### src/design/toeq_pkg.sv
// Shared types and constants for the time-ordered event queue.
// Holds the channel payload structs, the stored slot layout and the sequencer states.
// No dependencies.
package toeq_pkg;

  localparam int unsigned TYPE_W = 8;
  localparam int unsigned TIME_W = 32;
  localparam int unsigned TAG_W  = 16;
  localparam int unsigned OCC_W  = 7;

  // Command codes carried in the cmd field.
  localparam logic CMD_ADD = 1'b0;
  localparam logic CMD_POP = 1'b1;

  typedef struct packed {
    logic              cmd;
    logic [TYPE_W-1:0] new_type;
    logic [TIME_W-1:0] new_time;
    logic [TAG_W-1:0]  new_subject;
  } in_item_t;

  typedef struct packed {
    logic              found;
    logic [TYPE_W-1:0] out_type;
    logic [TIME_W-1:0] out_time;
    logic [TAG_W-1:0]  out_subject;
    logic              dropped;
    logic [OCC_W-1:0]  occupancy;
  } out_item_t;

  typedef struct packed {
    logic [TIME_W-1:0] slot_time;
    logic [TYPE_W-1:0] slot_type;
    logic [TAG_W-1:0]  slot_subject;
  } slot_t;

  typedef enum logic [3:0] {
    ST_IDLE,
    ST_HEAD_CMP,
    ST_MID_RD,
    ST_MID_CMP,
    ST_SHIFT,
    ST_WRITE_NEW,
    ST_POP_TAKE,
    ST_RESULT
  } state_e;

endpackage

### src/design/toeq_slot_ram.sv
// Slot storage for the event queue: one write port and one registered read port.
// Depends on toeq_pkg for the slot layout.
module toeq_slot_ram #(
  parameter int unsigned DEPTH = 64
) (
  input  logic                         clk_i,
  input  logic                         we_i,
  input  logic [$clog2(DEPTH)-1:0]     waddr_i,
  input  toeq_pkg::slot_t              wdata_i,
  input  logic [$clog2(DEPTH)-1:0]     raddr_i,
  output toeq_pkg::slot_t              rdata_o
);

  toeq_pkg::slot_t mem_q [DEPTH];
  toeq_pkg::slot_t rdata_q;

  always_ff @(posedge clk_i) begin
    if (we_i) begin
      mem_q[waddr_i] <= wdata_i;
    end
    rdata_q <= mem_q[raddr_i];
  end

  assign rdata_o = rdata_q;

endmodule

### src/design/time_ordered_event_queue_unit.sv
// Top level of the time-ordered event queue: sequencer, bisection search and slot shifter.
// Depends on toeq_pkg and toeq_slot_ram.
//
//   channel | direction | handshake                  | payload
//   --------+-----------+----------------------------+-------------------------
//   in      | input     | in_valid_i / in_ready_o    | in_item_i  (in_item_t)
//   out     | output    | out_valid_o / out_ready_i  | out_item_o (out_item_t)
//
// One slot memory port sets the timing. An add checks the head and, unless it goes ahead
// of it, bisects with at most ceil(log2 n) probes over n events; it then shifts the later
// events up and writes itself; a pop takes the head, and a drop or empty pop just reports.
// Reset clears the occupancy count and the sequencer; slot contents are not cleared.
// in_ready_o is high only while the sequencer is idle; a finished result waits in the
// output register, so the next item can be accepted while it is stalled.
module time_ordered_event_queue_unit #(
  parameter int unsigned CAPACITY = 64
) (
  input  logic                clk_i,
  input  logic                rst_ni,
  input  logic                in_valid_i,
  output logic                in_ready_o,
  input  toeq_pkg::in_item_t  in_item_i,
  output logic                out_valid_o,
  input  logic                out_ready_i,
  output toeq_pkg::out_item_t out_item_o
);

  localparam int unsigned AW = $clog2(CAPACITY);
  localparam int unsigned CW = $clog2(CAPACITY + 1);

  toeq_pkg::state_e    state_q, state_d;
  logic [CW-1:0]       cnt_q, cnt_d;
  toeq_pkg::in_item_t  item_q, item_d;
  logic [CW-1:0]       pos_q, pos_d;
  logic [CW-1:0]       lo_q, lo_d;
  logic [CW-1:0]       hi_q, hi_d;
  logic [AW-1:0]       mid_q, mid_d;
  logic [AW-1:0]       ptr_q, ptr_d;
  logic [CW-1:0]       rem_q, rem_d;
  logic                dir_up_q, dir_up_d;
  logic                rd_pend_q, rd_pend_d;
  logic [AW-1:0]       wa_q, wa_d;
  toeq_pkg::out_item_t res_q, res_d;
  toeq_pkg::out_item_t out_q, out_d;
  logic                out_valid_q, out_valid_d;

  logic                ram_we;
  logic [AW-1:0]       ram_waddr;
  toeq_pkg::slot_t     ram_wdata;
  logic [AW-1:0]       ram_raddr;
  toeq_pkg::slot_t     ram_rdata;

  logic [CW:0]         mid_sum;
  logic [CW-1:0]       mid_full;
  logic                in_xfer;

  toeq_slot_ram #(
    .DEPTH(CAPACITY)
  ) u_slot_ram (
    .clk_i  (clk_i),
    .we_i   (ram_we),
    .waddr_i(ram_waddr),
    .wdata_i(ram_wdata),
    .raddr_i(ram_raddr),
    .rdata_o(ram_rdata)
  );

  assign in_ready_o  = (state_q == toeq_pkg::ST_IDLE);
  assign in_xfer     = in_valid_i && in_ready_o;
  assign out_valid_o = out_valid_q;
  assign out_item_o  = out_q;

  // Midpoint of the current search window.
  assign mid_sum  = {1'b0, lo_q} + {1'b0, hi_q};
  assign mid_full = mid_sum[CW:1];

  always_ff @(posedge clk_i or negedge rst_ni) begin
    if (!rst_ni) begin
      state_q     <= toeq_pkg::ST_IDLE;
      cnt_q       <= '0;
      rd_pend_q   <= 1'b0;
      out_valid_q <= 1'b0;
    end else begin
      state_q     <= state_d;
      cnt_q       <= cnt_d;
      rd_pend_q   <= rd_pend_d;
      out_valid_q <= out_valid_d;
    end
  end

  always_ff @(posedge clk_i) begin
    item_q   <= item_d;
    pos_q    <= pos_d;
    lo_q     <= lo_d;
    hi_q     <= hi_d;
    mid_q    <= mid_d;
    ptr_q    <= ptr_d;
    rem_q    <= rem_d;
    dir_up_q <= dir_up_d;
    wa_q     <= wa_d;
    res_q    <= res_d;
    out_q    <= out_d;
  end

  always_comb begin
    state_d     = state_q;
    cnt_d       = cnt_q;
    item_d      = item_q;
    pos_d       = pos_q;
    lo_d        = lo_q;
    hi_d        = hi_q;
    mid_d       = mid_q;
    ptr_d       = ptr_q;
    rem_d       = rem_q;
    dir_up_d    = dir_up_q;
    rd_pend_d   = 1'b0;
    wa_d        = wa_q;
    res_d       = res_q;
    out_d       = out_q;
    out_valid_d = out_valid_q;

    ram_we      = 1'b0;
    ram_waddr   = wa_q;
    ram_wdata   = ram_rdata;
    // While idle the head slot is read, so its data is ready right after a transfer.
    ram_raddr   = '0;

    if (out_valid_q && out_ready_i) begin
      out_valid_d = 1'b0;
    end

    case (state_q)
      toeq_pkg::ST_IDLE: begin
        if (in_xfer) begin
          item_d = in_item_i;
          res_d  = '0;
          if (in_item_i.cmd == toeq_pkg::CMD_POP) begin
            if (cnt_q == '0) begin
              state_d = toeq_pkg::ST_RESULT;
            end else begin
              state_d = toeq_pkg::ST_POP_TAKE;
            end
          end else if (cnt_q == CW'(CAPACITY)) begin
            res_d.dropped = 1'b1;
            state_d       = toeq_pkg::ST_RESULT;
          end else if (cnt_q == '0) begin
            pos_d   = '0;
            state_d = toeq_pkg::ST_WRITE_NEW;
          end else begin
            state_d = toeq_pkg::ST_HEAD_CMP;
          end
        end
      end

      toeq_pkg::ST_HEAD_CMP: begin
        // A strictly later head means the new event becomes the new head.
        if (ram_rdata.slot_time > item_q.new_time) begin
          pos_d    = '0;
          rem_d    = cnt_q;
          ptr_d    = AW'(cnt_q - CW'(1));
          dir_up_d = 1'b0;
          state_d  = toeq_pkg::ST_SHIFT;
        end else begin
          lo_d    = '0;
          hi_d    = cnt_q;
          state_d = toeq_pkg::ST_MID_RD;
        end
      end

      toeq_pkg::ST_MID_RD: begin
        if ((hi_q - lo_q) > CW'(1)) begin
          mid_d     = mid_full[AW-1:0];
          ram_raddr = mid_full[AW-1:0];
          state_d   = toeq_pkg::ST_MID_CMP;
        end else begin
          // Window has closed: the insert point is its upper end.
          pos_d    = hi_q;
          rem_d    = cnt_q - hi_q;
          ptr_d    = AW'(cnt_q - CW'(1));
          dir_up_d = 1'b0;
          state_d  = toeq_pkg::ST_SHIFT;
        end
      end

      toeq_pkg::ST_MID_CMP: begin
        if (ram_rdata.slot_time < item_q.new_time) begin
          lo_d = CW'(mid_q);
        end else begin
          hi_d = CW'(mid_q);
        end
        state_d = toeq_pkg::ST_MID_RD;
      end

      toeq_pkg::ST_SHIFT: begin
        // Each slot read in one cycle is written one place over in the next.
        if (rd_pend_q) begin
          ram_we    = 1'b1;
          ram_waddr = wa_q;
          ram_wdata = ram_rdata;
        end
        if (rem_q != '0) begin
          ram_raddr = ptr_q;
          rd_pend_d = 1'b1;
          wa_d      = dir_up_q ? (ptr_q - AW'(1)) : (ptr_q + AW'(1));
          ptr_d     = dir_up_q ? (ptr_q + AW'(1)) : (ptr_q - AW'(1));
          rem_d     = rem_q - CW'(1);
        end else if (!rd_pend_q) begin
          state_d = dir_up_q ? toeq_pkg::ST_RESULT : toeq_pkg::ST_WRITE_NEW;
        end
      end

      toeq_pkg::ST_WRITE_NEW: begin
        ram_we                 = 1'b1;
        ram_waddr              = pos_q[AW-1:0];
        ram_wdata.slot_time    = item_q.new_time;
        ram_wdata.slot_type    = item_q.new_type;
        ram_wdata.slot_subject = item_q.new_subject;
        cnt_d                  = cnt_q + CW'(1);
        state_d                = toeq_pkg::ST_RESULT;
      end

      toeq_pkg::ST_POP_TAKE: begin
        res_d.found       = 1'b1;
        res_d.out_type    = ram_rdata.slot_type;
        res_d.out_time    = ram_rdata.slot_time;
        res_d.out_subject = ram_rdata.slot_subject;
        // Move the remaining events one place toward the head.
        ptr_d             = AW'(1);
        rem_d             = cnt_q - CW'(1);
        dir_up_d          = 1'b1;
        cnt_d             = cnt_q - CW'(1);
        state_d           = toeq_pkg::ST_SHIFT;
      end

      toeq_pkg::ST_RESULT: begin
        if (!out_valid_q || out_ready_i) begin
          out_d           = res_q;
          out_d.occupancy = toeq_pkg::OCC_W'(cnt_q);
          out_valid_d     = 1'b1;
          state_d         = toeq_pkg::ST_IDLE;
        end
      end

      default: begin
        state_d = toeq_pkg::ST_IDLE;
      end
    endcase
  end

endmodule

### config.mk
export PLATFORM = sky130hd
export DESIGN_NAME = time_ordered_event_queue_unit
export DESIGN_NICKNAME = d
export VERILOG_FILES = /design/src/design/toeq_pkg.sv /design/src/design/toeq_slot_ram.sv /design/src/design/time_ordered_event_queue_unit.sv
export SDC_FILE = /design/constraint.sdc
export NUM_CORES = 2
export LEC_CHECK = 0
export ABC_AREA = 0
export BUFFER_PORTS_ARGS = -buffer_cell sky130_fd_sc_hd__buf_2
export CORE_ASPECT_RATIO = 1.5
export CORE_MARGIN = 4
export CORE_UTILIZATION = 38
export DETAILED_ROUTE_END_ITERATION = 16
export PLACE_DENSITY_LB_ADDON = 0.2
export SETUP_SLACK_MARGIN = 0.1
export SKIP_CTS_REPAIR_TIMING = 1
export SYNTH_ARGS = -nofsm -noshare
export SYNTH_HDL_FRONTEND = slang
export SYNTH_SLANG_ARGS = --single-unit
export TNS_END_PERCENT = 20
### constraint.sdc
create_clock -name clk_i -period 5.89 [get_ports clk_i]
set_input_delay 0.589 -clock clk_i [delete_from_list [all_inputs] [get_ports clk_i]]
set_output_delay 0.589 -clock clk_i [all_outputs]
set_load 0.005 [all_outputs]
# Word level (Yosys, flattened, before mapping)
# Memories as Yosys holds them, arrays and structs flattened. A register that Yosys moved wholly into a read port is not among the register bits.
# Cells that the tools add are included.
[op_classes]
addsub = 8
n_lt_le_gt_ge = 3
eq_ne = 21
mux = 57
n_reduce_logical = 24
[ops]
columns = ["cell", "n"]
rows = [
  ["57-bit case mux with 2 select lines", 1],
  ["6-bit 2-to-1 mux", 14],
  ["65-bit 2-to-1 mux", 1],
  ["56-bit 2-to-1 mux", 1],
  ["7-bit 2-to-1 mux", 7],
  ["7-bit case mux with 2 select lines", 3],
  ["32-bit greater-than comparator", 1],
  ["32-bit less-than comparator", 1],
  ["4-bit case mux with 8 select lines", 1],
  ["7-bit case mux with 4 select lines", 1],
  ["6-bit case mux with 4 select lines", 1],
  ["2-bit != test, second input constant", 11],
  ["4-bit 2-to-1 mux", 5],
  ["6-bit case mux with 3 select lines", 1],
  ["4-bit by 3-bit equality test with 1-bit output, second input constant", 4],
  ["7-bit by 1-bit subtractor with 7-bit output, second input constant", 2],
  ["7-bit subtractor", 2],
  ["1-bit 2-to-1 mux", 13],
  ["3-bit 2-to-1 mux", 4],
  ["6-bit case mux with 2 select lines", 1],
  ["2-bit AND reduction", 5],
  ["3-bit AND reduction", 3],
  ["4-bit by 2-bit equality test with 1-bit output, second input constant", 2],
  ["4-bit AND reduction", 2],
  ["21 further kinds", 26],
]
[totals]
regBits = 238
mem_bits_rw = 3584
mem_count = 1
[memory_table]
columns = ["name", "words", "width", "read_ports", "rd_ports_with_merged_regs", "write_ports", "line_no", "rtl"]
rows = [
  ["u_slot_ram.mem_q", 64, 56, 1, 1, 1, "toeq_slot_ram.sv:14", "toeq_pkg::slot_t mem_q [DEPTH];"],
]

# Logic depth before layout (Yosys ltp)
[logic_depth]
depth_word = 6
ltp_mapped = 19
ltp_nobuf = 14

# Modules after synthesis
# From an unflattened synthesis, not the netlist that was laid out.
[unflattened]
hier_cells = 6881
area_unflattened_um2 = 148138.3
[modules_own_cells]
columns = ["module", "n_inst", "cells_each", "area_per_inst_um2"]
rows = [
  ["toeq_slot_ram", 1, 5949, 136983.9],
  ["time_ordered_event_queue_unit", 1, 932, 11154.4],
]

# Worst setup path after synthesis
# OpenSTA, ideal clock, no wires.
[synth_path]
kind = "reg2reg"
startpoint = "register state_q[1]"
endpoint = "memory u_slot_ram.mem_q[0][25] in the netlist's numbering (data pin)"
setup_time_ns = 0.702
arrival_ns = 3.976
required_time_ns = 5.188
slack_ns = 1.212
stages_incl_launch_ff = 8
n_path_buf = 4
path_cell_list = "dfrtp_1 -> clkbuf_1 -> inv_1 -> clkbuf_1 -> nand3_1 -> clkbuf_1 -> clkbuf_1 -> o21ai_0"
[synth_rtl]
columns = ["item", "line_no", "rtl"]
rows = [
  ["start: declaration", "time_ordered_event_queue_unit.sv:31", "toeq_pkg::state_e state_q, state_d;"],
  ["start signal: assignment", "time_ordered_event_queue_unit.sv:79", "state_q <= toeq_pkg::ST_IDLE;"],
  ["start signal: assignment", "time_ordered_event_queue_unit.sv:84", "state_q <= state_d;"],
  ["end: declaration", "toeq_slot_ram.sv:14", ""],
]

# Worst setup path after layout
[layout_path]
startpoint = "register hi_q[0]"
endpoint = "register, netlist name u_slot_ram.rdata_o[54]"
[layout_via]
elab_chain_cells = 4
word_cells_on_any_way = 5
classes_between = "add/sub: 2; order compare: 1; mux: 2"
[layout_rtl]
columns = ["item", "line_no", "rtl"]
rows = [
  ["start: declaration", "time_ordered_event_queue_unit.sv:36", "logic [CW-1:0] hi_q, hi_d;"],
  ["start signal: assignment", "time_ordered_event_queue_unit.sv:95", "hi_q <= hi_d;"],
  ["7-bit subtractor", "time_ordered_event_queue_unit.sv:171", "if ((hi_q - lo_q) > CW'(1)) begin"],
  ["7-bit by 1-bit greater-than comparator with 1-bit output", "time_ordered_event_queue_unit.sv:171", ""],
  ["6-bit 2-to-1 mux (*)", "time_ordered_event_queue_unit.sv:171", ""],
  ["6-bit case mux with 2 select lines (*)", "time_ordered_event_queue_unit.sv:132", "case (state_q)"],
]
# Every way passes the cells marked *; elsewhere a longest branch is shown, timed or not.
# A chain may end at the register's enable or synchronous reset.

==> impl_metrics.json <==
{
  "outcome": "finished clean",
  "wl_per_cell_um": 32.7,
  "io_buffers": 127,
  "fin_crit_sh_pct": 96.6,
  "synth_edf_count": 3808,
  "final_nets": 11278,
  "wl_met3_um": 45400,
  "areaGrowthSynthToFinish_pct": 14.9,
  "clockBufferDepth": 4,
  "hpwl_um": 321000,
  "power_density_nw_per_um2": 603,
  "crit-reg2reg-launch": "hi_q[0]$_DFFE_PP_",
  "max_stage_delay_ns": 0.53,
  "grt_max_degree": 97,
  "initial_utilization_pct": 38.2,
  "tightest_slew_ns": 1.33,
  "max_freq_mhz": 176,
  "peakVddDrop_uv": 569,
  "n_fill_cell": 35523,
  "final_common_cell": "edfxtp_1",
  "drive_above_1_share_pct": 12.0,
  "critPathKind": "register to register",
  "cts.sinks": 3876,
  "reg2reg_setup_slack_ns": 0.20,
  "coreArea_um2": 402000,
  "antenna_left": 0,
  "grt_setup_unrepaired": "no",
  "cts_buffers": 351,
  "cp.required_ns": 6.75,
  "syn_area_um2": 153000,
  "slew_headroom_pct": 11.1,
  "async_flop_share_pct": 0.310,
  "cp_max_fo": 41,
  "drt-total-wl_um": 548000,
  "syn-num-nets": 10898,
  "core.rowCount": 285,
  "clkLatencyLatePin_ns": 1.00,
  "htree_levels": 5,
  "crit_arrival_ns": 6.55,
  "die-width_um": 527,
  "yosysSeqAreaShare_pct": 75.5,
  "r2r_end": "u_slot_ram.rdata_o[54]$_DFF_P_",
  "antenna_found_initial": 33,
  "io_pins": 128,
  "cts_tree": "built",
  "min_path_type": "primary input to async pin",
  "fin_ws_ns": 0.198,
  "vias_per_cell": 5.89,
  "detailedPlace.worstSlack_ns": 0.0612,
  "die_y_um": 786,
  "finalSetupViolCount": 0,
  "clk_pin_slew_ns": 0.07,
  "most-common-layout-cells": "edfxtp_1 (3808), nand2_1 (2448), nand3_1 (1102)",
  "grt_overflow": 0,
  "fin_hold_ws_ns": 0.0285,
  "start_kind": "register",
  "syn_inst": 10779,
  "yosys_register_bits": 3876,
  "clock_skew_ns": 0.0718,
  "drt_first_pass_iters": 6,
  "grt.total_usage_pct": 25.6,
  "crit_top_cell": "buf_12",
  "top_layer_used": "met5",
  "p_leak_nw": 60.4,
  "wl_met1_um": 205000,
  "period_needed_ns": 5.69,
  "num_vias": 98757,
  "cts_root_buffer": "clkbuf_16",
  "place.gp.congestion": 0.882,
  "dieArea_um2": 414000,
  "cpMaxStageDelayCell": "o21ai_4",
  "maxCapViolCount": 0,
  "synth_cell_types": 85,
  "grt_pass1_vias": 93938,
  "synth_flop_cell": "edfxtp_1",
  "end_kind": "register",
  "yosys_warnings": 0,
  "drcViolationCount": 0,
  "wl_met2_um": 267000,
  "drv_slew": 0,
  "grt_pass1_wl_um": 751000,
  "totalPowerFinal_mw": 106,
  "drtIter0Drc": 12400,
  "hold_viol": 0,
  "syn_avg_cell_area_um2": 14.2,
  "reg2reg_depth": 17,
  "path_cells": "inv_1 -> ha_1 -> inv_1 -> fa_1 -> a211o_1 -> a221o_1 -> a2111oi_4 -> nand4_4 -> o21ai_4 -> buf_12 -> buf_12 -> buf_12 -> mux2i_1 -> mux2i_1 -> a32oi_1 -> nand3_1 -> a211o_1"
}
==> cells in the mapped netlist (55+ instances only) <==
cell type,n,area share [%]
a211oi_1,56,0.27
a21oi_1,309,1.0
a22oi_1,92,0.45
a31oi_1,134,0.55
and3_1,117,0.48
buf_2,326,1.1
clkbuf_1,266,0.65
dfxtp_1,56,0.73
edfxtp_1,3808,75
ha_1,55,0.45
inv_1,74,0.18
mux2i_1,512,3.3
nand2_1,2475,6.1
nand3_1,1103,3.6
nand4_1,79,0.32
nor2_1,201,0.49
o2111ai_1,78,0.45
o211ai_1,79,0.39
o21ai_0,126,0.41
==> worst max path at each step <==
| stage | from | to | depth (start not counted) |
|---|---|---|---|
| finish | hi_q[0]$_DFFE_PP_ | u_slot_ram.rdata_o[54]$_DFF_P_ | 17 |
| global route | hi_q[0]$_DFFE_PP_ | u_slot_ram.rdata_o[38]$_DFF_P_ | 18 |
| CTS | hi_q[0]$_DFFE_PP_ | u_slot_ram.rdata_o[36]$_DFF_P_ | 16 |
| detailed placement | hi_q[0]$_DFFE_PP_ | u_slot_ram.rdata_o[36]$_DFF_P_ | 16 |
| global placement | hi_q[0]$_DFFE_PP_ | u_slot_ram.rdata_o[36]$_DFF_P_ | 15 |
| floorplan | state_q[1]$_DFFE_PN0P_ | u_slot_ram.mem_q[0][25]$_DFFE_PP_ | 7 |
==> power breakdown <==
group          switching (mW)  internal, mW
Clock                    10.3          12.7
Combinational            32.5          12.4
Sequential               1.33          37.1
==> state kept, by name, summed over array words and instances, names as in the netlist <==
register,cells
out_valid_o,1
rd_pend_q,1
rem_q,7
state_q,3
out_item_o,65
lo_q,6
u_slot_ram.mem_q,3584
wa_q,6
pos_q,6
ptr_q,6
mid_q,6
res_q,58
hi_q,7
cnt_q,7
item_q,56
dir_up_q,1
u_slot_ram.rdata_o,56
==> layer usage <==
metal / vias up / track usage [%]
met1: 50937 / 32.1
met5: - / 0
met4: 12 / 12.5
li1: 41418 / -
met2: 5192 / 43.5
met3: 1198 / 3.85
==> worst max-delay path, delay by kind of cell, from the launching register on <==
family                   cells  cell delay (ns)
AO/OA/AOI/OAI                6             2.32
buffers and inverters        5             0.95
adder cells (fa/ha/maj)      2             0.60
AND/OR/NAND/NOR              2             0.60
multiplexers                 2             0.57
flip-flops                   1             0.44
==> per-stage QoR <==
stage | cell area, um^2 | util (%) | TNS [ns] | std cells
finish | 176000 | 43.9 | 0 | 16758
global route | 176000 | 43.8 | 0 | 16750
CTS | 176000 | 43.7 | 0 | 16689
detailed placement | 164000 | 40.9 | 0 | 16057
global placement | 164000 | 40.9 | -0.655 | 16057
floorplan | 153000 | - | 0 | 10779
==> area by class of cell <==
type | instances | area, um^2 | share of cell area (%)
diodes | 11 | 27.5 | 0.0156
clock buffers | 435 | 9410 | 5.34
clock inverters | 197 | 1740 | 0.986
inverters | 76 | 285 | 0.162
multi-input cells | 6140 | 35300 | 20.0
flip-flops and latches | 3876 | 116000 | 65.7
well taps | 5309 | 6640 | 3.77
repair buffers | 714 | 7050 | 4.00
==> cell families after synthesis <==
| logic type | share of synthesized area [%] |
|---|---|
| fa+ha+maj | 0.488 |
| compound gates | 6.50 |
| mux | 3.50 |
| flops | 75.5 |
| buf+inv | 2.28 |
| simple gates | 11.5 |
| xor+xnor | 0.188 |
(Power assumes the default switching activity.)
